===== config.mk =====
export PLATFORM = sky130hd
export DESIGN_NAME = cof_queue
export DESIGN_NICKNAME = d
export VERILOG_FILES = /design/src/design/cof_pkg.sv /design/src/design/cof_queue.sv
export SDC_FILE = /design/constraint.sdc
export NUM_CORES = 1
export LEC_CHECK = 0
export BUFFER_PORTS_ARGS = -buffer_cell sky130_fd_sc_hd__buf_4
export CORE_MARGIN = 8
export CORE_UTILIZATION = 56
export DETAILED_ROUTE_END_ITERATION = 10
export PLACE_DENSITY = 0.85
export SLEW_MARGIN = 20
export SYNTH_ARGS = -nofsm -noshare
export SYNTH_HDL_FRONTEND = slang
export SYNTH_SLANG_ARGS = --single-unit

===== constraint.sdc =====
create_clock -name clk -period 4.4 [get_ports clk]
set_clock_uncertainty 0.15 [all_clocks]
set_input_delay 0.66 -clock clk [delete_from_list [all_inputs] [get_ports clk]]
set_output_delay 0.66 -clock clk [all_outputs]
set_load 0.02 [all_outputs]

===== src/design/cof_pkg.sv =====
// shared types, codes and constants of the cursor overlay compositor
`default_nettype none
package cof_pkg;

  localparam int SHAPE_WORDS_DEF    = 4096;
  localparam int MAX_CURSOR_DIM_DEF = 64;

  localparam int CFG_IDX_W   = 3;
  localparam int CFG_DATA_W  = 13;
  localparam int IN_TDATA_W  = 96;
  localparam int OUT_TDATA_W = 24;
  localparam int BA_W        = 17;
  localparam int UWA_W       = 15;
  localparam int QWA_W       = 16;
  localparam int Q_DEPTH     = 4;

  localparam logic [1:0] CT_COLOR  = 2'd0;
  localparam logic [1:0] CT_MONO   = 2'd1;
  localparam logic [1:0] CT_MASKED = 2'd2;
  localparam logic [1:0] CT_OFF    = 2'd3;

  localparam logic MODE_WRITE = 1'b0;
  localparam logic MODE_PIXEL = 1'b1;

  localparam logic [CFG_IDX_W-1:0] REG_CURSOR_TYPE  = 3'd0;
  localparam logic [CFG_IDX_W-1:0] REG_CURSOR_X     = 3'd1;
  localparam logic [CFG_IDX_W-1:0] REG_CURSOR_Y     = 3'd2;
  localparam logic [CFG_IDX_W-1:0] REG_SHAPE_WIDTH  = 3'd3;
  localparam logic [CFG_IDX_W-1:0] REG_SHAPE_HEIGHT = 3'd4;
  localparam logic [CFG_IDX_W-1:0] REG_SHAPE_PITCH  = 3'd5;
  localparam logic [CFG_IDX_W-1:0] REG_FRAME_WIDTH  = 3'd6;
  localparam logic [CFG_IDX_W-1:0] REG_FRAME_HEIGHT = 3'd7;

  typedef struct packed {
    logic [1:0]  ctype;
    logic [12:0] cx;
    logic [12:0] cy;
    logic [6:0]  sw;
    logic [7:0]  sh;
    logic [8:0]  pitch;
    logic [12:0] fw;
    logic [12:0] fh;
  } cof_cfg_t;

  typedef struct packed {
    logic             is_pix;
    logic             hit;
    logic [1:0]       ctype;
    logic [23:0]      bgr;
    logic [31:0]      wdata;
    logic [QWA_W-1:0] w0;
    logic [QWA_W-1:0] w1;
    logic [1:0]       off0;
    logic [1:0]       off1;
    logic [2:0]       bitsel;
  } cof_item_t;

endpackage
`default_nettype wire


===== src/design/cof_queue.sv =====
// short request queue between the front and back pipelines
`default_nettype none
module cof_queue (
  input  wire logic               clk,
  input  wire logic               rst_n,
  input  wire logic               push,
  input  wire cof_pkg::cof_item_t push_item,
  output logic                    full,
  input  wire logic               pop,
  output cof_pkg::cof_item_t      pop_item,
  output logic                    empty
);

  localparam int PTR_W = $clog2(cof_pkg::Q_DEPTH);
  localparam int CNT_W = $clog2(cof_pkg::Q_DEPTH + 1);

  cof_pkg::cof_item_t slots_r [cof_pkg::Q_DEPTH];
  logic [PTR_W-1:0]   wr_ptr_r, rd_ptr_r;
  logic [CNT_W-1:0]   count_r;

  assign full     = (count_r == CNT_W'(cof_pkg::Q_DEPTH));
  assign empty    = (count_r == '0);
  assign pop_item = slots_r[rd_ptr_r];

  always_ff @(posedge clk) begin
    if (!rst_n) begin
      wr_ptr_r <= '0;
      rd_ptr_r <= '0;
      count_r  <= '0;
    end else begin
      if (push) begin
        wr_ptr_r <= wr_ptr_r + PTR_W'(1);
      end
      if (pop) begin
        rd_ptr_r <= rd_ptr_r + PTR_W'(1);
      end
      if (push && !pop) begin
        count_r <= count_r + CNT_W'(1);
      end else if (pop && !push) begin
        count_r <= count_r - CNT_W'(1);
      end
    end
  end

  always_ff @(posedge clk) begin
    if (push) begin
      slots_r[wr_ptr_r] <= push_item;
    end
  end

  a_no_overflow: assert property (@(posedge clk) disable iff (!rst_n) push |-> !full)
    else $error("queue written while full");

  a_no_underflow: assert property (@(posedge clk) disable iff (!rst_n) pop |-> !empty)
    else $error("queue read while empty");

endmodule
`default_nettype wire


==> results of run 1 <==
==> stage by stage <==
stage	instances	total power (W)	setup WS (ps)	utilization	hold slack (ps)
finish	1156	0.00858	1170	0.688	203
global route	1156	0.00886	1030	0.688	181
CTS	1156	0.00865	1110	0.688	183
detailed placement	1085	0.00562	1680	0.642	365
global placement	1085	0.00557	1680	0.642	332
floorplan	560	0.00515	835	-	322
==> cell families (layout without fill, tap and decap cells) <==
kind of cell,count (synthesis),count (layout),synth area share
multiplexers,101,101,0.153
AO/OA/AOI/OAI,2,2,0.000851
flip-flops,405,405,0.821
XOR/XNOR,5,5,0.00298
adder cells (fa/ha/maj),6,6,0.00562
AND/OR/NAND/NOR,15,15,0.00621
buffers and inverters,26,287,0.00979
==> how the worst max path moves through the flow <==
| stage | depth (start not counted) | slack (ps) | start | end |
|---|---|---|---|---|
| after CTS | 3 | 1110 | register | pop_item[40] |
| after floorplan | 1 | 830 | push | slots_r[0][0] |
| after global placement | 3 | 1680 | register | pop_item[87] |
| after detailed placement | 3 | 1680 | register | pop_item[87] |
| after global routing | 3 | 1030 | register | pop_item[77] |
| final | 3 | 1170 | register | pop_item[17] |
==> registers in the layout, indices dropped and copies added, names as in the netlist, named ones only <==
register  count
slots_r     396
count_r       3
rd_ptr_r      2
wr_ptr_r      2
==> power by group through the flow <==
stage	Sequential, W	Combinational (W)	Clock, W
2_1_floorplan	0.00456	0.000598	0
3_3_place_gp	0.00458	0.000993	0
3_5_place_dp	0.00459	0.00102	0
4_1_cts	0.00452	0.00103	0.00311
5_1_grt	0.00453	0.00107	0.00326
6_report	0.00451	0.00101	0.00306
==> cell usage after synthesis (all sizes together) <==
cell type	n
nor3	1
mux2i	2
xor2	3
inv	4
nand2	1
o21ai	1
clkbuf	8
a21boi	1
or3	1
fa	1
nor3b	1
ha	5
mux4	99
buf	14
nor2b	2
and2	9
xnor2	2
edfxtp	396
dfxtp	9
==> layout make-up <==
type | instances | area share
inverters | 4 | 0.000842
repair buffers | 212 | 0.0921
clock inverters | 14 | 0.00463
clock buffers | 57 | 0.0615
well taps | 335 | 0.0235
flip-flops and latches | 405 | 0.678
multi-input cells | 129 | 0.140
==> metal layers <==
metal  vias up  part of all wire  wire length, um
met4         2             0.019              532
met3        40             0.074             2120
li1       2865                 -                -
met1      3518              0.39            11300
met5         -           0.00049               14
met2       280              0.51            14600
==> worst reg2reg max path: cells and delay by family, from the launching register on <==
| kind | cells | cell delay (ps) |
|---|---|---|
| flip-flops | 1 | 360 |
| buffers and inverters | 2 | 590 |
| AND/OR/NAND/NOR | 1 | 790 |
| adder cells (fa/ha/maj) | 1 | 160 |
==> impl_results.md, run 1 <==
* Tot GR Track Use at 0.180
* I/O pin cnt at 204
* Reg2Reg Depth at 4
* # fillers at 1524
* Final setup viols at 0
* Min cycle time layout at 3230 ps
* Nets at 900
* Port Buffers at slightly above 200
* Flop2flop setup slack at between 2000 and 2500 ps
* CTS HTree Levels at 2
* Grt ovf at 0
* Setup_tns at 0 ps
* Critical Path End Type: output pin
* Avg Synthesized Cell Area at between 20 and 30 sq um
* Grt met1 use at 0.230
* Number of synthesized register bits at between 400 and 500
* WP buf/inv at 2
* Unique masters post-synth at 22
* Status: complete, no violations
* Clock network power share at 0.357
* Postcts setup bufs at 0
* Final Hold Viols at 0
* VDD IR-drop max at 0.000355 V
* Cts hold-fix bufs at 0
* Number of antenna violations at the first check in global routing at 1
* DR DRC count at 0
* Seq pwr share at 0.526
* Fin crit share at 0.734
* Most frequent cells in the layout: 396 x edfxtp_1, 208 x buf_4, 99 x mux4_2
* Quantity of gates resized following cts at 0
* Router iterations before antenna repair at 4
* Gate power share at 0.118
* Most common cell after layout, fill and taps aside: edfxtp_1
* HPWL Detailed at 17.5 mm
* Synthesized net count at about 670
* Min-delay src: push_item[21]
* Met3 GRT Util at 0.0461
* Starting DRC count in detailed routing at 485
* Largest net degree at the start of global routing at 67
* Met2 GRT Util at 0.307
* Final WL at about 29 mm
* CTS tree: built
* Syn Inst Count at 560
* Worst r2r src: wr_ptr_r[0]
* Clock Pin Slew Worst Setup and Hold Paths at roughly 60 ps
* Placed Area at roughly 0.017 sq mm
* FF-to-FF End: slots_r[2][98]
* Area of the core at between 0.02 and 0.03 sq mm
* CP arrival at approximately 2400 ps
* Data required time of the critical path at 3590 ps
* Final instance area at about 0.018 sq mm
* Seq/Total Area, Yosys at 0.821
* Total number of vias at 6705
* Chip height at ~180 um
* Root buffer cell: clkbuf_16
* GR peak layer: met2
* FF/Latch Area at roughly 0.012 sq mm
* Sw power at around 0.0019 W
* Slowest CP cell: dfxtp_4
* CTS sink cnt at around 410
* Clock Path Buffers at 3
* Row cnt at 59
* First-pass GRT wire length at approximately 43 mm
* Min-Delay Path Class: input pin to register
* Area Overhead vs Synth at 21.3%
* Fmax at 309 MHz
* Max_cap viols at 0
* Worst hold stages at 1
* Crit-path leading delay family: flip-flops
* Clock latency on the worst-skew pair at a little over 500 ps
* DR WL/cell at 24.7 um
* Vias in the first global route at between 7k and 8k
* Internal at 0.00669 W
* Mapped Area at between 0.01 and 0.015 sq mm
* Sw Share at 0.221
* Crit path launch type: register
* Share of cells above drive strength 1 at 0.440
* Min-Delay Endpoint: slots_r[3][21]
* Critical path cell sequence: buf_12, mux4_2, buf_4
* Die Wd at ~180 um
* Least-Margin Pin Slew at roughly 1000 ps
* Antenna Violating Nets Remaining at 0
* Max incr delay on CP at 1000 ps
* RSZ-0062 raised after global routing: false
* Lkg Pwr at roughly 6 nW
* Pwr/cell area at 481 mW/mm^2
* Die area at 0.0317 sq mm
* Slew headroom at 0.306
* Diodes inserted at 0
* Via-to-Cell Ratio at a little under 6
* Multi-input gate area at around 0.0025 sq mm
* Cell taking the most area after synthesis: edfxtp_1
* Initial Utilization at 0.567
* Total CTS buffers at 39
* Worst-path fanout max at 64
* Synth top area share at 0.809
* Synth warn at 0
* Placer Congestion at ~0.7
* Synth area leaders: edfxtp_1 81%, mux4_2 15%, dfxtp_1 1.2%
* Fin. max-slew vios at 0
* Crit Path Class: register to output pin
Note: power is estimated with default switching activity, not from simulation.
==> inputs of run 2 (changes only) <==
==> constraint.sdc (replaced) <==
create_clock -name clk -period 3.1 [get_ports clk]
set_clock_uncertainty 0.15 [all_clocks]
set_input_delay 0.465 -clock clk [delete_from_list [all_inputs] [get_ports clk]]
set_output_delay 0.465 -clock clk [all_outputs]
set_load 0.02 [all_outputs]
==> impl_results.md, run 2 (synthesis results as in run 1) <==
* First-pass GRT wire length at 46.4 mm
* Starting DRC count in detailed routing at 487
* DR DRC count at 0
* Chip height at ~180 um
* Vias in the first global route at about 7.9k
* Total number of vias at ~7.1k
* Total CTS buffers at 40
* Setup WS post-layout at between 200 and 300 ps
* Grt ovf at 0
* Post-Place Setup Slack at between 700 and 800 ps
* Area of the core at 0.0259 sq mm
* Min cycle time layout at approximately 2800 ps
* Die Wd at 178 um
* Fmax at 353 MHz
* CTS HTree Levels at 2
* Tot GR Track Use at 0.196
* CTS tree: built
* I/O pin cnt at roughly 200
* Slowest CP cell: mux4_2
* Top flop regs: slots_r: 396 flops, count_r: 3 flops
* # fillers at about 1.4k
* CP arrival at between 2000 and 2500 ps
* Worst-path fanout max at 17
* Final WL at between 30 and 40 mm
* Share of cells above drive strength 1 at 0.411
* Final Hold Viols at 0
* Most frequent cells in the layout: 396 x edfxtp_1, 213 x buf_4, 99 x mux4_2
* Placer Congestion at 0.742
* Clock Pin Slew Worst Setup and Hold Paths at 60 ps
* Router iterations before antenna repair at 4
* HPWL Detailed at between 15 and 20 mm
* Final setup viols at 0
* Port Buffers at 203
* Least-Margin Pin Slew at between 500 and 600 ps
* Most common cell after layout, fill and taps aside: edfxtp_1
* Clock latency on the worst-skew pair at 510 ps
* Placed Area at about 0.017 sq mm
* CTS sink cnt at 405
* Multi-input gate area at between 0.002 and 0.0025 sq mm
* Critical Path End Type: output pin
* Quantity of gates resized following cts at 0
* Area Overhead vs Synth at 28.0%
* Largest register FFs at between 300 and 400
* Via-to-Cell Ratio at roughly 5.7
* Critical path cell sequence: buf_4, mux4_2, buf_4
* Largest net degree at the start of global routing at 64
* Setup_tns at 0 ps
* Row cnt at 59
* Final instance area at between 0.015 and 0.02 sq mm
* VDD IR-drop max at 0.000641 V
* DR WL/cell at between 20 and 25 um
* Slew headroom at 0.637
* RSZ-0062 raised after global routing: false
* Nets at between 900 and 1k
* Fin crit share at 0.914
* Top reg by flops: slots_r
* Cell mode on critical path: buf_4
* Data required time of the critical path at between 2000 and 2500 ps
* FF/Latch Area at 0.0121 sq mm
* Lkg Pwr at 6.41 nW
* Crit Path Class: register to output pin
* Min-Delay Path Class: input pin to register
* Max_cap viols at 0
* Crit path launch type: register
* Pwr/cell area at between 600 and 700 mW/mm^2
* Fin. max-slew vios at 0
* Status: complete, no violations
* Max incr delay on CP at about 570 ps
* Clock Path Buffers at 3
* Initial Utilization at 0.567
* Antenna Violating Nets Remaining at 0
* Root buffer cell: clkbuf_16
* Number of antenna violations at the first check in global routing at 4
* Die area at 0.0317 sq mm
==> run 2: changes by cell type in the layout (fill, tap and decap cells not counted), sizes merged <==
cell,change
dlygate4sd3,+88
buf,+8
clkbuf,-5
diode,+4
clkinvlp,+2
clkinv,-1
==> run 2: repair_timing <==
item | CTS | global route
hold buffers | 83 | 5
hold endpoints to repair | 301 | 15
buffers inserted | 0 | 0
endpoints found under the setup margin | 0 | 0
==> run 2: power by group <==
part	internal (W)	switching, W	total (W)
Clock	0.00251	0.00188	0.00439
Sequential	0.00629	0.000103	0.00639
Combinational	0.000758	0.000821	0.00158
==> run 2: through the flow <==
step	util	power, W	std cells	hold slack, ps
final	0.726	0.0124	1252	24.9
after global routing	0.726	0.0127	1250	1.11
after CTS	0.724	0.0124	1243	0.0773
after detailed placement	0.646	0.00799	1093	364
after global placement	0.646	0.00792	1093	335
after floorplan	-	0.00730	560	322
==> run 2: final cells by class <==
type / count / area share
sequential: 405 / 0.642
timing repair buffer: 308 / 0.139
multi-input combinational: 129 / 0.132
clock buffer: 52 / 0.0567
tap: 335 / 0.0223
clock inverter: 15 / 0.00612
inverter: 4 / 0.000798
antenna: 4 / 0.000532
==> run 2: per-layer routing <==
metal  GRT usage  share of wire  wire [um]  vias to the layer above
met5           0        0.00074         23                        -
met4      0.0570          0.018        557                        4
met3      0.0491          0.073       2270                       46
met2       0.338           0.53      16400                      291
met1       0.242           0.38      11800                     3705
li1            -              -          -                     3063
==> run 2: critical path, delay by kind of cell, from the launching register on <==
kind / cells / cell delay, ps
flops: 1 / 560
mux: 1 / 570
buf+inv: 2 / 570
==> run 2: worst paths after layout <==
kind / startpoint / endpoint / slack, ps / cells after the start
worst min-delay path: push_item[97] / slots_r[1][97] / 20 / 1
worst min register to register: count_r[2] / count_r[2] / 450 / 2
worst max-delay path: register / pop_item[13] / 270 / 3
worst max register to register: wr_ptr_r[0] / slots_r[0][7] / 1170 / 4
