==> config.mk <==
export PLATFORM = sky130hd
export DESIGN_NAME = cof_front
export DESIGN_NICKNAME = d
export VERILOG_FILES = /design/src/design/cof_pkg.sv /design/src/design/cof_front.sv
export SDC_FILE = /design/constraint.sdc
export NUM_CORES = 1
export LEC_CHECK = 0
export ABC_CLOCK_PERIOD_IN_PS = 15800
export BUFFER_PORTS_ARGS = -buffer_cell sky130_fd_sc_hd__buf_2
export CAP_MARGIN = 40
export CORE_MARGIN = 4
export CORE_UTILIZATION = 41
export CTS_CLUSTER_SIZE = 16
export DETAILED_ROUTE_END_ITERATION = 12
export GPL_TIMING_DRIVEN = 0
export HOLD_SLACK_MARGIN = 0.08
export PLACE_DENSITY = 0.71
export SLEW_MARGIN = 20
export SYNTH_ARGS = -nofsm -noshare
export SYNTH_HDL_FRONTEND = slang
export SYNTH_SLANG_ARGS = --single-unit
==> constraint.sdc <==
create_clock -name clk -period 15.8 [get_ports clk]
set_input_delay 3.16 -clock clk [delete_from_list [all_inputs] [get_ports clk]]
set_output_delay 3.16 -clock clk [all_outputs]
set_load 0.02 [all_outputs]
==> src/design/cof_pkg.sv <==
// shared types, codes and constants of the cursor overlay compositor
`default_nettype none
package cof_pkg;

  localparam int SHAPE_WORDS_DEF    = 4096;
  localparam int MAX_CURSOR_DIM_DEF = 64;

  localparam int CFG_IDX_W   = 3;
  localparam int CFG_DATA_W  = 13;
  localparam int IN_TDATA_W  = 96;
  localparam int OUT_TDATA_W = 24;
  localparam int BA_W        = 17;
  localparam int UWA_W       = 15;
  localparam int QWA_W       = 16;
  localparam int Q_DEPTH     = 4;

  localparam logic [1:0] CT_COLOR  = 2'd0;
  localparam logic [1:0] CT_MONO   = 2'd1;
  localparam logic [1:0] CT_MASKED = 2'd2;
  localparam logic [1:0] CT_OFF    = 2'd3;

  localparam logic MODE_WRITE = 1'b0;
  localparam logic MODE_PIXEL = 1'b1;

  localparam logic [CFG_IDX_W-1:0] REG_CURSOR_TYPE  = 3'd0;
  localparam logic [CFG_IDX_W-1:0] REG_CURSOR_X     = 3'd1;
  localparam logic [CFG_IDX_W-1:0] REG_CURSOR_Y     = 3'd2;
  localparam logic [CFG_IDX_W-1:0] REG_SHAPE_WIDTH  = 3'd3;
  localparam logic [CFG_IDX_W-1:0] REG_SHAPE_HEIGHT = 3'd4;
  localparam logic [CFG_IDX_W-1:0] REG_SHAPE_PITCH  = 3'd5;
  localparam logic [CFG_IDX_W-1:0] REG_FRAME_WIDTH  = 3'd6;
  localparam logic [CFG_IDX_W-1:0] REG_FRAME_HEIGHT = 3'd7;

  typedef struct packed {
    logic [1:0]  ctype;
    logic [12:0] cx;
    logic [12:0] cy;
    logic [6:0]  sw;
    logic [7:0]  sh;
    logic [8:0]  pitch;
    logic [12:0] fw;
    logic [12:0] fh;
  } cof_cfg_t;

  typedef struct packed {
    logic             is_pix;
    logic             hit;
    logic [1:0]       ctype;
    logic [23:0]      bgr;
    logic [31:0]      wdata;
    logic [QWA_W-1:0] w0;
    logic [QWA_W-1:0] w1;
    logic [1:0]       off0;
    logic [1:0]       off1;
    logic [2:0]       bitsel;
  } cof_item_t;

endpackage
`default_nettype wire

==> src/design/cof_front.sv <==
// front pipeline: hit test, shape byte addressing and word address wrap
`default_nettype none
module cof_front #(
  parameter int SHAPE_WORDS    = cof_pkg::SHAPE_WORDS_DEF,
  parameter int MAX_CURSOR_DIM = cof_pkg::MAX_CURSOR_DIM_DEF
) (
  input  wire logic                            clk,
  input  wire logic                            rst_n,
  input  wire cof_pkg::cof_cfg_t               cfg,
  input  wire logic                            in_valid,
  output logic                                 in_ready,
  input  wire logic [cof_pkg::IN_TDATA_W-1:0]  in_data,
  input  wire logic                            in_mode,
  output logic                                 push,
  output cof_pkg::cof_item_t                   push_item,
  input  wire logic                            full
);

  localparam int AW_L      = $clog2(SHAPE_WORDS);
  localparam int MOD_STEPS = (AW_L >= 16) ? 0 : 16 - AW_L;
  localparam int MOD_HALF  = MOD_STEPS / 2;
  localparam logic [8:0] SW_LIM = 9'(MAX_CURSOR_DIM);
  localparam logic [9:0] SH_LIM = 10'(2 * MAX_CURSOR_DIM);

  // partial restoring reduction modulo the memory depth
  function automatic logic [15:0] mod_part(input logic [15:0] v, input int hi, input int lo);
    logic [16:0] r;
    r = {1'b0, v};
    for (int j = hi; j >= lo; j--) begin
      if (r >= (17'(SHAPE_WORDS) << j)) begin
        r = r - (17'(SHAPE_WORDS) << j);
      end
    end
    return r[15:0];
  endfunction

  logic fen;

  // stage 1 comb
  logic [11:0] px, py, waddr;
  logic [31:0] wdata;
  logic [23:0] bgr;
  logic [13:0] sx, sy;
  logic [6:0]  sw_sat;
  logic [7:0]  sh_sat, sh_eff;
  logic        hit_nxt;

  logic        s1_v_r, s1_mode_r, s1_hit_r;
  logic [11:0] s1_waddr_r;
  logic [31:0] s1_wdata_r;
  logic [23:0] s1_bgr_r;
  logic [1:0]  s1_type_r;
  logic [6:0]  s1_ux_r;
  logic [7:0]  s1_uy_r, s1_she_r;

  logic [7:0]  shx;
  logic [16:0] row_nxt, xrow_nxt;

  logic        s2_v_r, s2_mode_r, s2_hit_r;
  logic [11:0] s2_waddr_r;
  logic [31:0] s2_wdata_r;
  logic [23:0] s2_bgr_r;
  logic [1:0]  s2_type_r;
  logic [6:0]  s2_ux_r;
  logic [16:0] s2_row_r, s2_xrow_r;

  logic [8:0]  col_off;
  logic [16:0] baddr, xaddr;
  logic [14:0] w0_nxt, w1_nxt;

  logic        s3_v_r, s3_mode_r, s3_hit_r;
  logic [31:0] s3_wdata_r;
  logic [23:0] s3_bgr_r;
  logic [1:0]  s3_type_r, s3_off0_r, s3_off1_r;
  logic [2:0]  s3_bit_r;
  logic [14:0] s3_w0_r, s3_w1_r;

  logic        s4_v_r, s4_mode_r, s4_hit_r;
  logic [31:0] s4_wdata_r;
  logic [23:0] s4_bgr_r;
  logic [1:0]  s4_type_r, s4_off0_r, s4_off1_r;
  logic [2:0]  s4_bit_r;
  logic [15:0] s4_w0_r, s4_w1_r;

  logic               s5_v_r;
  cof_pkg::cof_item_t s5_item_r;
  cof_pkg::cof_item_t item_nxt;

  assign fen       = !s5_v_r || !full;
  assign in_ready  = fen;
  assign push      = s5_v_r && !full;
  assign push_item = s5_item_r;

  assign waddr = in_data[11:0];
  assign wdata = in_data[43:12];
  assign px    = in_data[55:44];
  assign py    = in_data[67:56];
  assign bgr   = in_data[91:68];

  always_comb begin
    sx     = {2'b00, px} - {cfg.cx[12], cfg.cx};
    sy     = {2'b00, py} - {cfg.cy[12], cfg.cy};
    sw_sat = ({2'b00, cfg.sw} > SW_LIM) ? SW_LIM[6:0] : cfg.sw;
    sh_sat = ({2'b00, cfg.sh} > SH_LIM) ? SH_LIM[7:0] : cfg.sh;
    sh_eff = (cfg.ctype == cof_pkg::CT_MONO) ? {1'b0, sh_sat[7:1]} : sh_sat;
    hit_nxt = (in_mode == cof_pkg::MODE_PIXEL) && (cfg.ctype != cof_pkg::CT_OFF) &&
              (sw_sat != 7'd0) && (sh_eff != 8'd0) &&
              ({1'b0, px} < cfg.fw) && ({1'b0, py} < cfg.fh) &&
              !sx[13] && !sy[13] &&
              (sx[12:0] < {6'b0, sw_sat}) && (sy[12:0] < {5'b0, sh_eff});
  end

  assign shx      = s1_uy_r + s1_she_r;
  assign row_nxt  = {9'b0, s1_uy_r} * {8'b0, cfg.pitch};
  assign xrow_nxt = {9'b0, shx} * {8'b0, cfg.pitch};

  always_comb begin
    col_off = (s2_type_r == cof_pkg::CT_MONO) ? {5'b0, s2_ux_r[6:3]} : {s2_ux_r, 2'b00};
    baddr   = s2_row_r + {8'b0, col_off};
    xaddr   = s2_xrow_r + {13'b0, s2_ux_r[6:3]};
    w0_nxt  = (s2_mode_r == cof_pkg::MODE_PIXEL) ? baddr[16:2] : {3'b000, s2_waddr_r};
    w1_nxt  = (s2_type_r == cof_pkg::CT_MONO) ? xaddr[16:2] : baddr[16:2] + 15'd1;
  end

  always_comb begin
    item_nxt.is_pix = s4_mode_r;
    item_nxt.hit    = s4_hit_r;
    item_nxt.ctype  = s4_type_r;
    item_nxt.bgr    = s4_bgr_r;
    item_nxt.wdata  = s4_wdata_r;
    item_nxt.w0     = mod_part(s4_w0_r, MOD_HALF - 1, 0);
    item_nxt.w1     = mod_part(s4_w1_r, MOD_HALF - 1, 0);
    item_nxt.off0   = s4_off0_r;
    item_nxt.off1   = s4_off1_r;
    item_nxt.bitsel = s4_bit_r;
  end

  always_ff @(posedge clk) begin
    if (!rst_n) begin
      s1_v_r <= 1'b0;
      s2_v_r <= 1'b0;
      s3_v_r <= 1'b0;
      s4_v_r <= 1'b0;
      s5_v_r <= 1'b0;
    end else if (fen) begin
      s1_v_r <= in_valid;
      s2_v_r <= s1_v_r;
      s3_v_r <= s2_v_r;
      s4_v_r <= s3_v_r;
      s5_v_r <= s4_v_r;
    end
  end

  always_ff @(posedge clk) begin
    if (fen) begin
      s1_mode_r  <= in_mode;
      s1_hit_r   <= hit_nxt;
      s1_waddr_r <= waddr;
      s1_wdata_r <= wdata;
      s1_bgr_r   <= bgr;
      s1_type_r  <= cfg.ctype;
      s1_ux_r    <= sx[6:0];
      s1_uy_r    <= sy[7:0];
      s1_she_r   <= sh_eff;

      s2_mode_r  <= s1_mode_r;
      s2_hit_r   <= s1_hit_r;
      s2_waddr_r <= s1_waddr_r;
      s2_wdata_r <= s1_wdata_r;
      s2_bgr_r   <= s1_bgr_r;
      s2_type_r  <= s1_type_r;
      s2_ux_r    <= s1_ux_r;
      s2_row_r   <= row_nxt;
      s2_xrow_r  <= xrow_nxt;

      s3_mode_r  <= s2_mode_r;
      s3_hit_r   <= s2_hit_r;
      s3_wdata_r <= s2_wdata_r;
      s3_bgr_r   <= s2_bgr_r;
      s3_type_r  <= s2_type_r;
      s3_off0_r  <= baddr[1:0];
      s3_off1_r  <= xaddr[1:0];
      s3_bit_r   <= s2_ux_r[2:0];
      s3_w0_r    <= w0_nxt;
      s3_w1_r    <= w1_nxt;

      s4_mode_r  <= s3_mode_r;
      s4_hit_r   <= s3_hit_r;
      s4_wdata_r <= s3_wdata_r;
      s4_bgr_r   <= s3_bgr_r;
      s4_type_r  <= s3_type_r;
      s4_off0_r  <= s3_off0_r;
      s4_off1_r  <= s3_off1_r;
      s4_bit_r   <= s3_bit_r;
      s4_w0_r    <= mod_part({1'b0, s3_w0_r}, MOD_STEPS - 1, MOD_HALF);
      s4_w1_r    <= mod_part({1'b0, s3_w1_r}, MOD_STEPS - 1, MOD_HALF);

      s5_item_r  <= item_nxt;
    end
  end

  a_hit_needs_cursor: assert property (@(posedge clk) disable iff (!rst_n)
    s1_v_r && s1_hit_r |-> s1_type_r != cof_pkg::CT_OFF && s1_mode_r == cof_pkg::MODE_PIXEL)
    else $error("hit flagged with cursor off or on a shape write");

  a_stall_blocks_input: assert property (@(posedge clk) disable iff (!rst_n)
    s5_v_r && full |-> !in_ready && !push)
    else $error("front advanced into a full queue");

endmodule
`default_nettype wire

==> results of run 1 <==
==> layout make-up <==
class | instances | share of cell area [%]
Buffer | 24 | 0.341
Inverter | 208 | 2.76
Clock buffer | 64 | 4.54
Timing Repair Buffer | 279 | 5.26
Antenna cell | 6 | 0.0532
Sequential cell | 504 | 53.4
Multi-Input combinational cell | 978 | 29.3
Clock inverter | 26 | 0.926
Tap cell | 765 | 3.39
==> logic make-up (layout without fill, tap and decap cells) <==
group           count (synthesis)  count (layout)  share of synthesized area, %
simple gates                  428             428                          9.30
mux                            17              17                         0.749
other cells                     1              10                        0.0155
compound gates                200             200                          5.44
buf+inv                       232             601                          3.62
fa+ha+maj                     251             251                          15.7
flops                         504             504                          62.3
xor+xnor                       78              78                          2.85
==> metrics by stage <==
| stage | utilization (%) | total power (uW) | area, um^2 | instances |
|---|---|---|---|---|
| final | 48.6 | 5460 | 28200 | 2854 |
| after global placement | 45.7 | 4300 | 26600 | 2754 |
| after floorplan | - | 3760 | 24200 | 1714 |
| after detailed placement | 45.9 | 4360 | 26700 | 2758 |
| after CTS | 48.6 | 5520 | 28200 | 2848 |
| after global routing | 48.6 | 5920 | 28200 | 2848 |
==> routing by layer <==
metal  GRT usage, %  part of all wire [%]
met1           18.1                    42
met2           24.8                    49
met3           3.10                   6.1
met4           4.47                   3.0
met5              0                 0.074
==> state kept, by name, summed over array words and instances, names as in the netlist, 7 cells and up <==
register / flops
s1_ux_r: 7
s2_ux_r: 7
s3_bgr_r: 24
s2_bgr_r: 24
s4_bgr_r: 24
push_item: 99
s1_uy_r: 8
s4_w0_r: 16
s3_w1_r: 14
s2_wdata_r: 32
s4_w1_r: 16
s3_w0_r: 14
s1_wdata_r: 32
s2_waddr_r: 12
s4_wdata_r: 32
s3_wdata_r: 32
s1_waddr_r: 12
s2_row_r: 16
s1_she_r: 8
s1_bgr_r: 24
s2_xrow_r: 16
==> placed cells by master (no fill, tap or decap), types with 10 or more instances in the layout <==
| cell | instances |
|---|---|
| clkbuf_16 | 49 |
| xnor2_1 | 52 |
| xor2_1 | 25 |
| fa_1 | 89 |
| and3_1 | 11 |
| ha_1 | 162 |
| nor3_1 | 22 |
| o21a_1 | 11 |
| nand2b_1 | 12 |
| a21oi_1 | 65 |
| nand3_1 | 29 |
| inv_1 | 208 |
| clkinv_1 | 10 |
| nor2b_1 | 16 |
| nor4_1 | 17 |
| buf_2 | 276 |
| nor2_1 | 65 |
| edfxtp_1 | 499 |
| and2_1 | 104 |
| o21ai_0 | 34 |
| a21o_1 | 17 |
| clkbuf_1 | 36 |
| nand2_1 | 113 |
==> worst paths after layout <==
path | slack, ns | end | depth (start not counted)
worst min register to register | 0.41 | s4_w0_r[4] | 0
worst min-delay path | 0.41 | s4_w0_r[4] | 0
worst max-delay path | 8.01 | in_ready | 4
worst max register to register | 9.38 | s2_xrow_r[14] | 24
==> synthesized netlist by cell type (5+ instances only) <==
library cell | n | share of area [%]
a211oi_1 | 7 | 0.22
and3_1 | 11 | 0.28
fa_1 | 89 | 7.4
a31oi_1 | 7 | 0.18
xnor2_1 | 52 | 1.9
a21boi_0 | 9 | 0.28
a21o_1 | 17 | 0.53
nand3_1 | 29 | 0.60
o21a_1 | 11 | 0.34
nor4_1 | 17 | 0.44
nand2_1 | 114 | 1.8
nor3b_1 | 7 | 0.22
xor2_1 | 25 | 0.90
nor2_1 | 65 | 1.0
nand2b_1 | 12 | 0.31
o21ai_0 | 34 | 0.70
and2_1 | 104 | 2.7
nor2b_1 | 16 | 0.41
inv_1 | 208 | 3.2
mux2_2 | 9 | 0.42
nor3_1 | 22 | 0.45
edfxtp_1 | 499 | 62
a21oi_1 | 65 | 1.3
mux2i_1 | 8 | 0.33
clkbuf_1 | 21 | 0.33
dfxtp_1 | 5 | 0.41
ha_1 | 162 | 8.4
o21bai_1 | 9 | 0.28
==> where the power goes <==
part	internal, uW	total (uW)	switching, uW
registers	1850	1960	103
logic	1020	2390	1370
clock network	642	1110	472
total	3520	5460	1940
==> worst max-delay path, delay by kind of cell <==
| kind | cells | cell delay, ns |
|---|---|---|
| buf+inv | 3 | 0.88 |
| simple gates | 1 | 0.49 |
==> out/results.ini, run 1 <==
[outcome]
status=finished, final reports clean

[detailed_routing]
first_pass_iters=5
wl_per_cell_um=16.1
drcViolationCount=0
via_per_inst=4.89
drt_iter0_markers=706
antenna_left=0
wirelength_mm=46.0
vias=14000

[synthesis]
ys.flop_type=edfxtp_1
syn_inst=1711
synth_area_per_cell_um2=14.2
syn_area_mm2=0.0242
ys_seq_area_share_pct=62.3
yosysWarnings=0
async_flop_share_pct=0
ys_seq_elements=504
synth-edff-count=499
ys_types=74

[floorplanning]
die_area_mm2=0.0630
die-height_um=251
fp-row-count=88
core_area_mm2=0.0581
pin_count=280
initial_core_util_pct=41.7
die_w_um=251

[timing]
hold_slack_ns=0.411
finalCritPeriodShare_pct=49.3
period_minus_slack_ns=7.79
fin_tns_setup_ns=0
max_slew_margin_pct=41.1
fmax_ghz=0.128
max_slew.worst_pin.slew_ns=0.878
fin_worst_skew_ns=0.0263
rsz0062_at_grt=no
setup_viol_count_final=0
finalHoldViolations=0
drv_slew=0
setup_slack_ns=8.01

[clocking]
cts_max_path_buffers=3
cts_setup_buffers=0
clock_latency_ns=0.58
hold_buffers=0
cts.sinks=504
ctsResizeCount=0
clk_pin_slew_ns=0.06
cts-htree-levels=2
cts_tree=built
cts-buffers-inserted=49
cts-root-buf=clkbuf_16

[place]
pre_cts_slack_ns=7.80
hpwl_mm=34.5
portBuffers=275
place_congestion=0.878

[final_layout]
multi_input_area_mm2=0.00828
final_nets=2474
seq_area_mm2=0.0151
fillCellCount=5022
syn2layout_area_growth_pct=16.6
drive_above_1_share_pct=18.1

[worst_setup_path]
worstPathRequired_ns=12.64
path_class=in2out
path_cells=buf_2, nand2_8, buf_16, buf_2
max_stage_delay_ns=0.49
cp_max_fo=109
worstPathArrival_ns=4.63
crit_top_cell=buf_2
end_kind=output port
worst_path_max_delay_cell=nand2_8
critPathLaunch=full
critPathLaunchType=primary input
reg2reg_from=s1_uy_r[1]

[pwr]
ir_drop_mv=0.187
leakagePower_uw=0.0120
powerDensity_mw_per_mm2=193

[flow_run]
maxCapViolations=0

[global_route]
grt_max_degree=110
grt_usage_pct=14.3
gr-total-overflow=0
antenna_found_initial=7
grt_pass1_vias=14500
grt_pass1_wl_mm=73.5

[worst_hold_path]
hold_path.startpoint=s3_w0_r[4]
holdCritPathClass=reg2reg

Power figures use the tool's default switching activity.
==> inputs of run 2 (changes only) <==
--- a/config.mk
+++ b/config.mk
@@ -5,7 +5,8 @@
 export SDC_FILE = /design/constraint.sdc
 export NUM_CORES = 1
 export LEC_CHECK = 0
-export ABC_CLOCK_PERIOD_IN_PS = 15800
+export ABC_AREA = 1
+export ABC_CLOCK_PERIOD_IN_PS = 7100
 export BUFFER_PORTS_ARGS = -buffer_cell sky130_fd_sc_hd__buf_2
 export CAP_MARGIN = 40
 export CORE_MARGIN = 4
==> constraint.sdc (replaced) <==
create_clock -name clk -period 7.1 [get_ports clk]
set_input_delay 1.42 -clock clk [delete_from_list [all_inputs] [get_ports clk]]
set_output_delay 1.42 -clock clk [all_outputs]
set_load 0.02 [all_outputs]
==> run 2 against run 1 <==
  * Count of clock-buffer cells in the layout grew 2
  * Sequential power grew 120%
  * Combinational power grew 120%
  * Non-clock buffer count grew 1
==> out/results.ini, run 2 <==
[flow_run]
maxCapViolations=0  ; unchanged

[worst_setup_path]
end_kind=flop
path_class=reg2reg
reg2reg_depth=24  ; unchanged
ff2ff_setup_slack_ns=0.57  ; -8.81 ns
r2r_end=s2_xrow_r[14]
reg2reg_from=s1_uy_r[0]
worstPathArrival_ns=6.85  ; +2.22 ns
worstPathRequired_ns=7.42  ; -5.22 ns
critPathLaunchType=flop
cp_max_fo=8  ; -93%

[global_route]
gr-total-overflow=0  ; unchanged
grt_usage_pct=14.4  ; +0.095 points
antenna_found_initial=8  ; +1
grt_pass1_vias=15100  ; +4.0%
grt_pass1_wl_mm=75.0  ; +2.1%
grt_max_degree=112  ; +1.8%

[outcome]
status=finished, final reports clean

[floorplanning]
die_w_um=252  ; +0.53%
pin_count=280  ; unchanged
die_area_mm2=0.0637  ; +1.1%
initial_core_util_pct=41.5  ; -0.17 points
core_area_mm2=0.0590  ; +1.5%
die-height_um=252  ; +0.53%
fp-row-count=89  ; +1.1%

[detailed_routing]
via_per_inst=4.75  ; -2.9%
vias=15000  ; +7.7%
antenna_left=0  ; unchanged
first_pass_iters=6  ; +1
drcViolationCount=0  ; unchanged
wl_per_cell_um=14.7  ; -8.4%
wirelength_mm=46.7  ; +1.5%
drt_iter0_markers=855  ; +21%

[clocking]
clk_pin_slew_ns=0.06  ; about the same
hold_buffers=0  ; unchanged
cts.sinks=504  ; unchanged
ctsResizeCount=0  ; unchanged
cts_setup_buffers=0  ; unchanged
cts_tree=built
cts-buffers-inserted=51  ; +4.1%
cts-htree-levels=2  ; unchanged
clock_latency_ns=0.59  ; about the same
cts-root-buf=clkbuf_16
cts_max_path_buffers=3  ; unchanged

[pwr]
power_uw=12300  ; +130%
ir_drop_mv=0.397  ; +110%
powerDensity_mw_per_mm2=429  ; +120%
leakagePower_uw=0.0133  ; +11%

[final_layout]
final_common_cell=edfxtp_1
largest_register_ffs=99  ; unchanged
syn2layout_area_growth_pct=17.3
final_cells=3165  ; +11%
final_nets=2775  ; +12%
fillCellCount=5239  ; +4.3%
stdcell_area_mm2=0.0287  ; +1.7%
drive_above_1_share_pct=16.2  ; -1.9 points
final_cell_mix=499 x edfxtp_1, 371 x nand2_1, 365 x inv_1, 275 x buf_2, 162 x ha_1

[worst_hold_path]
hold_path.startpoint=s4_bgr_r[3]
whs_path_depth=0  ; unchanged
whs_endpoint=push_item[74]
holdCritPathClass=reg2reg

[synthesis]
yosys-top-cells-count=499 x edfxtp_1, 372 x nand2_1, 365 x inv_1, 162 x ha_1, 143 x nor2_1
syn_inst=2010  ; +17%
syn_area_mm2=0.0245  ; +1.1%
ys_types=48  ; -35%
yosysWarnings=0  ; unchanged
synth_top_area_share_pct=61.2  ; -0.67 points
synth-edff-count=499  ; unchanged
ys.flop_type=edfxtp_1
synth_area_per_cell_um2=12.2  ; -14%
synth_top_cell_by_area=edfxtp_1
ys_seq_area_share_pct=61.6  ; -0.68 points
ys_seq_elements=504  ; unchanged
synth_most_common_cell=edfxtp_1
async_flop_share_pct=0  ; unchanged
synth.area.top_cells=edfxtp_1 61%, ha_1 8.3%, fa_1 7.3%, nand2_1 5.7%, inv_1 5.6%

[timing]
hold_slack_ns=0.408  ; -0.00271 ns
rsz0062_at_grt=no
drv_slew=0  ; unchanged
fin_worst_skew_ns=0.0177  ; -0.00864 ns
max_slew_margin_pct=46.4  ; +5.3 points
fmax_ghz=0.153
max_slew.worst_pin.slew_ns=0.802  ; -0.0761 ns
finalCritPeriodShare_pct=92.0
finalHoldViolations=0  ; unchanged
period_minus_slack_ns=6.53
setup_viol_count_final=0  ; unchanged
fin_tns_setup_ns=0  ; unchanged

[place]
dp.cells=3065  ; +11%
portBuffers=275  ; unchanged
dpl_cell_area_mm2=0.0270  ; +1.0%
place_congestion=0.876  ; -0.24%
hpwl_mm=35.2  ; +2.0%

run 2: final cells by class:
type                       count  area (um^2)  area share [%]
sequential                   504        15100            52.5
multi-input combinational   1114         7940            27.6
timing repair buffer         279         1490            5.18
inverter                     370         1390            4.84
clock buffer                  66         1360            4.75
tap                          773          967            3.37
clock inverter                28          374            1.30
buffer                        25         97.6           0.340
antenna                        6         15.0          0.0523
run 2: cells by family (layout without fill, tap and decap cells):
kind of cell | Yosys count | count (layout) | share of synthesized area, %
fa+ha+maj | 251 | 251 | 15.6
other cells | 1 | 10 | 0.0153
simple gates | 631 | 631 | 10.8
buf+inv | 395 | 768 | 6.07
flops | 504 | 504 | 61.6
compound gates | 175 | 175 | 3.98
xor+xnor | 53 | 53 | 2.00
run 2: stage by stage:
step	util (%)	worst slack [ns]
global route	48.6	0.0372
CTS	48.6	0.541
finish	48.7	0.569
global placement	45.5	-0.873
detailed placement	45.7	0.552
floorplan	-	0.918
run 2: worst max-delay path, stage by stage (launching register included):
cell and delay (ns):
edfxtp_1 0.42, ha_1 0.25, fa_1 0.40, nand3_1 0.13, nand2_1 0.06, nand2_1 0.08
nand2_1 0.05, a21oi_1 0.14, xor2_1 0.66, inv_1 0.14, nand2_1 0.13, fa_1 0.48
fa_1 0.55, inv_1 0.05, fa_1 0.52, inv_1 0.05, fa_1 0.52, inv_1 0.04
ha_1 0.35, a21oi_1 0.17, a21boi_0 0.33, o21ai_0 0.22, a31oi_1 0.24, o21ai_0 0.13
xor2_1 0.16
run 2: worst max path at each step:
stage	slack, ns	end	depth (start not counted)	start
floorplan	0.92	in_ready	1	full
global placement	-0.87	in_ready	3	full
detailed placement	0.55	s2_xrow_r[14]	24	s1_uy_r[0]
CTS	0.54	s2_xrow_r[14]	24	s1_uy_r[0]
global route	0.04	s2_xrow_r[14]	24	s1_uy_r[0]
finish	0.57	s2_xrow_r[14]	24	s1_uy_r[0]
run 2: power by group:
part	internal (uW)	leakage (uW)	switching, uW
registers	4160	0.00535	225
clock network	1630	0.000829	1100
logic	2000	0.00712	3210
run 2: per-layer routing:
layer | wire [um] | GRT usage (%) | up-vias
met1 | 20100 | 18.7 | 7109
met5 | 60 | 0 | -
met4 | 1070 | 3.92 | 8
met3 | 2930 | 3.24 | 95
met2 | 22500 | 24.7 | 429
li1 | - | - | 7380
